<file path="src/hdl/sce_pkg.sv">
package sce_pkg;

	localparam int unsigned CHUNK_W  = 6;
	localparam int unsigned VAL_W    = 5 * CHUNK_W;
	localparam int unsigned COORD_W  = 32;
	localparam int unsigned OP_W     = 3;
	localparam int unsigned S_DATA_W = 168;
	localparam int unsigned M_DATA_W = 8;

	typedef enum logic [OP_W-1:0] {
		OP_MOVE_X    = 3'd0,
		OP_MOVE_Y    = 3'd1,
		OP_PEN       = 3'd2,
		OP_SET_PAUSE = 3'd3,
		OP_REP_PAUSE = 3'd4,
		OP_DRAW      = 3'd5
	} op_t;

	// steps of a draw-line command
	typedef enum logic [6:0] {
		STEP_PEN_LIFT = 7'b000_0001,
		STEP_MX_START = 7'b000_0010,
		STEP_MY_START = 7'b000_0100,
		STEP_PEN_DOWN = 7'b000_1000,
		STEP_MX_END   = 7'b001_0000,
		STEP_MY_END   = 7'b010_0000,
		STEP_PEN_UP   = 7'b100_0000
	} step_t;

	typedef enum logic [1:0] {
		SEG_MOVE  = 2'd0,
		SEG_PAUSE = 2'd1,
		SEG_PEN   = 2'd2
	} seg_kind_t;

	localparam logic [7:0] PREFIX_BASE = 8'h80;
	localparam logic [7:0] PEN_CODE    = 8'hC0;
	localparam logic [7:0] PAUSE_CODE  = 8'hC1;

	// input item, opcode in the lowest bits
	typedef struct packed {
		logic signed [COORD_W-1:0] end_y;
		logic signed [COORD_W-1:0] end_x;
		logic signed [COORD_W-1:0] start_y;
		logic signed [COORD_W-1:0] start_x;
		logic signed [COORD_W-1:0] amount;
		op_t                       opcode;
	} item_t;

	localparam int unsigned ITEM_W = $bits(item_t);

	// one segment of byte output, handed from front to back
	typedef struct packed {
		seg_kind_t        kind;
		logic [VAL_W-1:0] val;
		logic             ytag;
		logic             last;
	} seg_t;

endpackage

</file>
<file path="src/hdl/sce_front.sv">
module sce_front
	import sce_pkg::*;
(
	input  logic  clk,
	input  logic  arst_n,
	input  logic  in_valid,
	output logic  in_ready,
	input  item_t in_item,
	output logic  push,
	output seg_t  seg,
	input  logic  q_ready
);

	logic                held_q;
	step_t               step_q;
	item_t               item_q;
	logic [COORD_W-1:0]  cur_x_q;
	logic [COORD_W-1:0]  cur_y_q;
	logic                pen_q;
	logic                seg_en;
	logic                seg_last;
	logic                advance;
	logic                accept;
	logic                first_x;
	logic                first_y;
	logic [COORD_W-1:0]  diff_x;
	logic [COORD_W-1:0]  diff_y;

	assign first_x = (step_q == STEP_MX_START);
	assign first_y = (step_q == STEP_MY_START);
	assign diff_x  = (first_x ? item_q.start_x : item_q.end_x)
	               - (first_x ? cur_x_q : item_q.start_x);
	assign diff_y  = (first_y ? item_q.start_y : item_q.end_y)
	               - (first_y ? cur_y_q : item_q.start_y);

	always_comb begin
		seg      = '0;
		seg_en   = 1'b0;
		seg_last = 1'b1;
		case (item_q.opcode)
			OP_MOVE_X, OP_MOVE_Y: begin
				seg.kind = SEG_MOVE;
				seg.val  = item_q.amount[VAL_W-1:0];
				seg.ytag = (item_q.opcode == OP_MOVE_Y);
				seg_en   = 1'b1;
			end
			OP_PEN: begin
				seg.kind = SEG_PEN;
				seg_en   = 1'b1;
			end
			OP_SET_PAUSE: begin
				seg.kind = SEG_PAUSE;
				seg.val  = item_q.amount[VAL_W-1:0];
				seg_en   = 1'b1;
			end
			OP_REP_PAUSE: begin
				// same bytes as a pause of zero
				seg.kind = SEG_PAUSE;
				seg_en   = 1'b1;
			end
			OP_DRAW: begin
				seg_last = (step_q == STEP_PEN_UP);
				case (step_q)
					STEP_PEN_LIFT: begin
						seg.kind = SEG_PEN;
						seg_en   = pen_q;
					end
					STEP_MX_START, STEP_MX_END: begin
						seg.kind = SEG_MOVE;
						seg.val  = diff_x[VAL_W-1:0];
						seg_en   = 1'b1;
					end
					STEP_MY_START, STEP_MY_END: begin
						seg.kind = SEG_MOVE;
						seg.val  = diff_y[VAL_W-1:0];
						seg.ytag = 1'b1;
						seg_en   = 1'b1;
					end
					STEP_PEN_DOWN, STEP_PEN_UP: begin
						seg.kind = SEG_PEN;
						seg_en   = 1'b1;
					end
					default: begin
						seg_en = 1'b0;
					end
				endcase
			end
			default: begin
				// unused opcode: drop without output
				seg_en = 1'b0;
			end
		endcase
		seg.last = seg_last;
	end

	assign advance  = held_q && (!seg_en || q_ready);
	assign push     = held_q && seg_en && q_ready;
	assign in_ready = !held_q || (advance && seg_last);
	assign accept   = in_valid && in_ready;

	always_ff @(posedge clk or negedge arst_n) begin
		if (!arst_n) begin
			held_q <= 1'b0;
			step_q <= STEP_PEN_LIFT;
		end else begin
			if (accept) begin
				held_q <= 1'b1;
				step_q <= STEP_PEN_LIFT;
			end else if (advance) begin
				if (seg_last) begin
					held_q <= 1'b0;
				end else begin
					step_q <= step_t'({step_q[5:0], 1'b0});
				end
			end
		end
	end

	always_ff @(posedge clk) begin
		if (accept) begin
			item_q <= in_item;
		end
	end

	always_ff @(posedge clk or negedge arst_n) begin
		if (!arst_n) begin
			cur_x_q <= '0;
			cur_y_q <= '0;
			pen_q   <= 1'b0;
		end else if (push) begin
			if (seg.kind == SEG_PEN) begin
				pen_q <= !pen_q;
			end
			case (item_q.opcode)
				OP_MOVE_X: cur_x_q <= cur_x_q + item_q.amount;
				OP_MOVE_Y: cur_y_q <= cur_y_q + item_q.amount;
				OP_DRAW: begin
					case (step_q)
						STEP_MX_START: cur_x_q <= item_q.start_x;
						STEP_MY_START: cur_y_q <= item_q.start_y;
						STEP_MX_END:   cur_x_q <= item_q.end_x;
						STEP_MY_END:   cur_y_q <= item_q.end_y;
						default: begin
						end
					endcase
				end
				default: begin
				end
			endcase
		end
	end

	// a draw line always leaves the pen up
	ast_draw_pen_up: assert property (@(posedge clk) disable iff (!arst_n)
		advance && seg_last && item_q.opcode == OP_DRAW |=> !pen_q)
		else $error("pen left down after draw line");

	ast_step_only_draw: assert property (@(posedge clk) disable iff (!arst_n)
		held_q && item_q.opcode != OP_DRAW |-> step_q == STEP_PEN_LIFT)
		else $error("step advanced on a single-segment command");

endmodule

</file>
<file path="src/hdl/sce_queue.sv">
module sce_queue
	import sce_pkg::*;
#(
	parameter int unsigned DEPTH = 4
) (
	input  logic clk,
	input  logic arst_n,
	input  logic push,
	input  seg_t wr_seg,
	output logic wr_ready,
	input  logic pop,
	output seg_t rd_seg,
	output logic rd_valid
);

	localparam int unsigned IDX_W = $clog2(DEPTH);
	localparam int unsigned CNT_W = $clog2(DEPTH + 1);

	seg_t             mem_q [DEPTH];
	logic [IDX_W-1:0] wr_ptr_q;
	logic [IDX_W-1:0] rd_ptr_q;
	logic [CNT_W-1:0] count_q;

	assign wr_ready = (count_q != CNT_W'(DEPTH));
	assign rd_valid = (count_q != '0);
	assign rd_seg   = mem_q[rd_ptr_q];

	always_ff @(posedge clk) begin
		if (push) begin
			mem_q[wr_ptr_q] <= wr_seg;
		end
	end

	always_ff @(posedge clk or negedge arst_n) begin
		if (!arst_n) begin
			wr_ptr_q <= '0;
			rd_ptr_q <= '0;
			count_q  <= '0;
		end else begin
			if (push) begin
				wr_ptr_q <= (wr_ptr_q == IDX_W'(DEPTH - 1)) ? '0 : wr_ptr_q + 1'b1;
			end
			if (pop) begin
				rd_ptr_q <= (rd_ptr_q == IDX_W'(DEPTH - 1)) ? '0 : rd_ptr_q + 1'b1;
			end
			if (push && !pop) begin
				count_q <= count_q + 1'b1;
			end else if (pop && !push) begin
				count_q <= count_q - 1'b1;
			end
		end
	end

	ast_no_overflow: assert property (@(posedge clk) disable iff (!arst_n)
		push |-> count_q != CNT_W'(DEPTH))
		else $error("push into full queue");

	ast_no_underflow: assert property (@(posedge clk) disable iff (!arst_n)
		pop |-> count_q != '0)
		else $error("pop from empty queue");

endmodule

</file>
<file path="src/hdl/sce_back.sv">
module sce_back
	import sce_pkg::*;
(
	input  logic                clk,
	input  logic                arst_n,
	input  logic                q_valid,
	input  seg_t                q_seg,
	output logic                pop,
	output logic                out_valid,
	input  logic                out_ready,
	output logic [M_DATA_W-1:0] out_byte,
	output logic                out_last
);

	seg_t                busy_seg_q;
	logic                busy_q;
	logic [2:0]          idx_q;
	logic                fin_q;
	logic                load;
	logic [2:0]          k_start;
	logic [CHUNK_W-1:0]  chunk;
	logic [M_DATA_W-1:0] next_byte;
	logic [2:0]          idx_lo;
	logic [CHUNK_W-1:0]  c4, c3, c2, c1, c0;
	logic                valid_q;
	logic [M_DATA_W-1:0] byte_q;
	logic                last_q;

	assign c4 = q_seg.val[5*CHUNK_W-1:4*CHUNK_W];
	assign c3 = q_seg.val[4*CHUNK_W-1:3*CHUNK_W];
	assign c2 = q_seg.val[3*CHUNK_W-1:2*CHUNK_W];
	assign c1 = q_seg.val[2*CHUNK_W-1:CHUNK_W];
	assign c0 = q_seg.val[CHUNK_W-1:0];

	// first prefix chunk: one above the highest non-zero chunk, capped at four
	always_comb begin
		if (c4 != '0 || c3 != '0) begin
			k_start = 3'd4;
		end else if (c2 != '0) begin
			k_start = 3'd3;
		end else if (c1 != '0) begin
			k_start = 3'd2;
		end else if (c0 != '0 || q_seg.kind == SEG_MOVE) begin
			k_start = 3'd1;
		end else begin
			k_start = 3'd0;
		end
	end

	always_comb begin
		case (idx_q)
			3'd0:    chunk = busy_seg_q.val[CHUNK_W-1:0];
			3'd1:    chunk = busy_seg_q.val[2*CHUNK_W-1:CHUNK_W];
			3'd2:    chunk = busy_seg_q.val[3*CHUNK_W-1:2*CHUNK_W];
			3'd3:    chunk = busy_seg_q.val[4*CHUNK_W-1:3*CHUNK_W];
			3'd4:    chunk = busy_seg_q.val[5*CHUNK_W-1:4*CHUNK_W];
			default: chunk = '0;
		endcase
	end

	always_comb begin
		if (!fin_q) begin
			next_byte = PREFIX_BASE | {2'b00, chunk};
		end else begin
			case (busy_seg_q.kind)
				SEG_PEN:   next_byte = PEN_CODE;
				SEG_PAUSE: next_byte = PAUSE_CODE;
				default:   next_byte = {1'b0, busy_seg_q.ytag, busy_seg_q.val[CHUNK_W-1:0]};
			endcase
		end
	end

	// pause prefixes run down to chunk zero, move prefixes stop at chunk one
	assign idx_lo = (busy_seg_q.kind == SEG_PAUSE) ? 3'd0 : 3'd1;

	assign load = busy_q && (!valid_q || out_ready);
	assign pop  = q_valid && (!busy_q || (load && fin_q));

	always_ff @(posedge clk or negedge arst_n) begin
		if (!arst_n) begin
			busy_q <= 1'b0;
			idx_q  <= '0;
			fin_q  <= 1'b0;
		end else begin
			if (pop) begin
				busy_q <= 1'b1;
				idx_q  <= k_start;
				fin_q  <= (q_seg.kind == SEG_PEN);
			end else if (load) begin
				if (fin_q) begin
					busy_q <= 1'b0;
				end else if (idx_q == idx_lo) begin
					fin_q <= 1'b1;
				end else begin
					idx_q <= idx_q - 3'd1;
				end
			end
		end
	end

	always_ff @(posedge clk) begin
		if (pop) begin
			busy_seg_q <= q_seg;
		end
		if (load) begin
			byte_q <= next_byte;
			last_q <= busy_seg_q.last && fin_q;
		end
	end

	always_ff @(posedge clk or negedge arst_n) begin
		if (!arst_n) begin
			valid_q <= 1'b0;
		end else if (load) begin
			valid_q <= 1'b1;
		end else if (out_ready) begin
			valid_q <= 1'b0;
		end
	end

	assign out_valid = valid_q;
	assign out_byte  = byte_q;
	assign out_last  = last_q;

	ast_idx_range: assert property (@(posedge clk) disable iff (!arst_n)
		busy_q && !fin_q |-> idx_q <= 3'd4 && idx_q >= idx_lo)
		else $error("chunk index out of range");

endmodule

</file>
<file path="src/hdl/sketch_command_byte_encoder_core.sv">
// Sketch command byte encoder.
// Input stream (s_*): one drawing command per transfer. Output stream (m_*):
// the encoded command bytes, one per transfer, with m_tlast on the final byte
// that a command produces. Unused opcodes produce no bytes.
// A front stage decodes each command into byte segments (one move, pause or
// pen code each) and keeps the cursor and pen flag; a segment queue of
// QUEUE_DEPTH entries feeds a back stage that expands segments into bytes.
// Throughput: one output byte per cycle while m_tready is high; a command
// produces 1 to 23 bytes (a draw line up to 23, a move up to 5, a set pause
// up to 6). The front decodes one segment per cycle while the queue has room.
// From an input transfer to the first byte on m_tvalid a command passes the
// front item register, a queue entry, the back segment register and the output
// register; a draw line with the pen up first passes its empty pen-lift step.
// Reset clears the cursor to zero, lifts the pen and empties the queue and
// output register. When m_tready is low the output register holds its byte,
// the back stage stalls, the queue fills and then s_tready drops.
module sketch_command_byte_encoder_core
	import sce_pkg::*;
#(
	parameter int unsigned QUEUE_DEPTH = 4
) (
	input  logic                clk,
	input  logic                arst_n,
	input  logic                s_tvalid,
	output logic                s_tready,
	// opcode[2:0], amount[34:3], start_x[66:35], start_y[98:67],
	// end_x[130:99], end_y[162:131], zero pad[167:163]
	input  logic [S_DATA_W-1:0] s_tdata,
	output logic                m_tvalid,
	input  logic                m_tready,
	// code_byte[7:0]
	output logic [M_DATA_W-1:0] m_tdata,
	output logic                m_tlast
);

	item_t in_item;
	seg_t  front_seg;
	seg_t  back_seg;
	logic  push;
	logic  q_ready;
	logic  pop;
	logic  q_valid;

	assign in_item = item_t'(s_tdata[ITEM_W-1:0]);

	sce_front u_front (
		.clk      (clk),
		.arst_n   (arst_n),
		.in_valid (s_tvalid),
		.in_ready (s_tready),
		.in_item  (in_item),
		.push     (push),
		.seg      (front_seg),
		.q_ready  (q_ready)
	);

	sce_queue #(
		.DEPTH (QUEUE_DEPTH)
	) u_queue (
		.clk      (clk),
		.arst_n   (arst_n),
		.push     (push),
		.wr_seg   (front_seg),
		.wr_ready (q_ready),
		.pop      (pop),
		.rd_seg   (back_seg),
		.rd_valid (q_valid)
	);

	sce_back u_back (
		.clk       (clk),
		.arst_n    (arst_n),
		.q_valid   (q_valid),
		.q_seg     (back_seg),
		.pop       (pop),
		.out_valid (m_tvalid),
		.out_ready (m_tready),
		.out_byte  (m_tdata),
		.out_last  (m_tlast)
	);

endmodule
</file>
<file path="config.mk">
export PLATFORM = sky130hd
export DESIGN_NAME = sketch_command_byte_encoder_core
export DESIGN_NICKNAME = d
export VERILOG_FILES = /design/src/hdl/sce_pkg.sv /design/src/hdl/sce_front.sv /design/src/hdl/sce_queue.sv /design/src/hdl/sce_back.sv /design/src/hdl/sketch_command_byte_encoder_core.sv
export SDC_FILE = /design/constraint.sdc
export NUM_CORES = 1
export LEC_CHECK = 0
export ABC_AREA = 0
export BUFFER_PORTS_ARGS = -buffer_cell sky130_fd_sc_hd__buf_2
export CAP_MARGIN = 20
export CORE_MARGIN = 10
export CORE_UTILIZATION = 40
export CTS_CLUSTER_DIAMETER = 40
export DETAILED_ROUTE_END_ITERATION = 8
export GPL_TIMING_DRIVEN = 0
export PLACE_DENSITY = 0.61
export SETUP_SLACK_MARGIN = 0.15
export SYNTH_ARGS = -nofsm -noshare
export SYNTH_HDL_FRONTEND = slang
export SYNTH_SLANG_ARGS = --single-unit
export TNS_END_PERCENT = 50
</file>
<file path="constraint.sdc">
create_clock -name clk -period 10.9 [get_ports clk]
set_input_delay 3.27 -clock clk [delete_from_list [all_inputs] [get_ports clk]]
set_output_delay 3.27 -clock clk [all_outputs]
set_load 0.1 [all_outputs]
</file>
==> out/results.ini <==
[critical_path]
endpoint=u_queue.mem_q[3][30]
worst-endpoint-required_ns=11.17
max_stage_delay_ns=0.78
crit_type=flip-flop to flip-flop
start_kind=flip-flop
cp_max_fo=10
regToRegEndpoint=u_queue.mem_q[3][30]
cp_common_cell=o21ai_0
critPathBufInv=3
cp_slowest_cell=clkbuf_1
r2r.worst_path.cells=16
cp.depth=16
cp.arrival_ns=7.21
reg2reg_from=u_front.step_q[0]
rrSetupSlack_ns=3.97
cp-end-kind=flip-flop
crit_start=u_front.step_q[0]
crit_family=compound AO/OA/AOI/OAI gates
path_cells=clkbuf_1 -> nor2_1 -> nand4b_1 -> clkbuf_1 -> clkbuf_1 -> a21oi_1 -> fa_1 -> a21o_1 -> a221oi_1 -> o21ai_0 -> o21ai_0 -> o21ai_0 -> a31oi_1 -> o31ai_1 -> xnor2_1 -> o21ai_0

[placed_design]
place_inst=2942
io_buffer_count=167
place_hpwl_mm=53.3
place_congestion=0.950

[synth]
avgSynthCellArea_um2=11.7
syn_area_um2=23500
syn_nets=2308
synth_cell_types=75
ys_seq_area_frac=0.512
yosysWarnings=0
ys_ff_latch=414
netlist_instances=2001
ys.flop_type=edfxtp_1
synth-edff-count=332
synthArstFlopShare=0.198

[floorplanning]
dieHeight_um=262
dieArea_um2=68800
die_w_um=262
core_um2=57900
rows=88
initial_core_util=0.405
io_pins=183

[global_route]
grt_pass1_vias=17700
track_usage=0.196
gr-total-overflow=0
grt_pass1_wl_mm=105
antenna_found_initial=0
grt_max_degree=75

[clocking]
cts.sinks=414
cts-root-buf=clkbuf_16
clk_latency_ns=0.61
clockBufferDepth=3
clk_pin_slew_ns=0.06
postCtsSetupRepairBufs=0
cts_made_buffers=69
cts_hold_buf=0
cts_tree=yes
cts_resized=0
h-tree-depth=3

[timing]
max_slew_margin=0.274
grt_setup_unrepaired=no
fin_crit_sh=0.636
period_needed_ns=6.93
tns_ns=0
fin_worst_skew_ns=0.0274
tightest_slew_ns=1.09
final_max_slew_viol_count=0
final_hold_viol_count=0
timing.fmax_mhz=144
setup_viol=0

[power_and_ir_drop]
power-per-cell-area_nw_per_um2=243
seqPwrFrac=0.340
switchingPower_mw=2.39
internal_power_mw=4.36
leakage_nw=11.2
peakVddDrop_mv=0.190
clock_power_share=0.322
pwr-share-comb=0.337
netSwitchingFraction=0.354

[layout]
drive_gt1_frac=0.184
final_nets=2555
mostFrequentLayoutCells=edfxtp_1, buf_2, a21oi_1
area_growth_pct=18.5
layout_commonest_cell=edfxtp_1
antenna_cells=0
final_cell_count_no_fill=3069

[routing]
via_per_inst=5.65
post_drt_wl_per_cell_um=22.6
drt_iter0_drc=1247
drtPass1Iterations=5
ant_nets=0
drc_errors=0
vias=17300
wirelength_mm=69.4

[job]
drv_cap=0

[min_path]
hold_path_class=flip-flop to flip-flop

[status]
status=completed

how the worst min path moves through the flow:
stage / start / to / slack, ns / depth (start not counted)
floorplan: u_front.pen_q / u_front.pen_q / 0.44 / 1
global placement: u_front.pen_q / u_front.pen_q / 0.47 / 1
detailed placement: u_front.pen_q / u_front.pen_q / 0.46 / 1
CTS: u_front.pen_q / u_front.pen_q / 0.48 / 1
global route: u_front.pen_q / u_front.pen_q / 0.50 / 1
finish: u_front.pen_q / u_front.pen_q / 0.48 / 1
cell usage after synthesis (48+ instances only):
cell,number,area [um^2]
mux2_2,66,743
edfxtp_1,332,9970
o21ai_0,153,766
dfrtp_1,81,2030
nand2_1,143,537
ha_1,130,1630
xor2_1,48,420
a21o_1,63,473
xnor2_1,53,464
a21oi_1,159,796
nor3_1,50,250
nor2_1,102,383
mux2i_1,132,1320
clkbuf_1,69,259
state kept, by name (all words and copies together), names as in the netlist, 2 cells and up:
name               cells
u_back.busy_seg_q     34
u_back.idx_q           3
u_back.out_byte        8
u_front.cur_x_q       30
u_front.cur_y_q       30
u_front.item_q       153
u_front.step_q         7
u_queue.count_q        3
u_queue.mem_q        136
u_queue.rd_ptr_q       2
u_queue.wr_ptr_q       2
area by class of cell:
| cell class | instances | area [um^2] |
|---|---|---|
| Inverter | 37 | 139 |
| Fill cell | 5255 | 30100 |
| Buffer | 88 | 349 |
| Clock inverter | 48 | 510 |
| Sequential cell | 414 | 12000 |
| Clock buffer | 79 | 1840 |
| Multi-Input combinational cell | 1462 | 11000 |
| Timing Repair Buffer | 176 | 1030 |
| Tap cell | 765 | 957 |
power groups by stage:
| stage | logic (mW) | registers (mW) | clock network, mW |
|---|---|---|---|
| floorplan | 1.63 | 2.33 | 0 |
| global placement | 2.20 | 2.33 | 0 |
| detailed placement | 2.26 | 2.32 | 0 |
| CTS | 2.27 | 2.29 | 2.21 |
| global route | 2.53 | 2.33 | 2.29 |
| finish | 2.28 | 2.30 | 2.18 |
per-stage QoR:
| step | area (um^2) | total power [mW] | hold slack (ns) | worst slack (ns) | util |
|---|---|---|---|---|---|
| 6_report | 27800 | 6.76 | 0.482 | 3.97 | 0.480 |
| 5_1_grt | 27800 | 7.15 | 0.505 | 3.66 | 0.480 |
| 4_1_cts | 27800 | 6.78 | 0.477 | 3.98 | 0.480 |
| 3_5_place_dp | 25500 | 4.58 | 0.461 | 4.01 | 0.440 |
| 3_3_place_gp | 25300 | 4.53 | 0.467 | 0.634 | 0.436 |
| 2_1_floorplan | 23500 | 3.96 | 0.438 | 2.65 | - |
metal layers:
layer / vias to the layer above / wire length [um] / track usage
met5: - / 0 / 0
met4: 0 / 2430 / 0.0740
met3: 138 / 4330 / 0.0366
met2: 608 / 32900 / 0.323
met1: 8414 / 29800 / 0.251
li1: 8182 / - / -
logic make-up (layout without fill, tap and decap cells):
logic type	Yosys count	count (layout)	synth area share
fa+ha+maj	135	135	0.0736
simple gates	454	454	0.0932
xor+xnor	101	101	0.0377
compound gates	540	540	0.142
mux	232	232	0.121
buf+inv	125	428	0.0206
flops	414	414	0.512
Note: power is estimated with default switching activity, not from simulation.
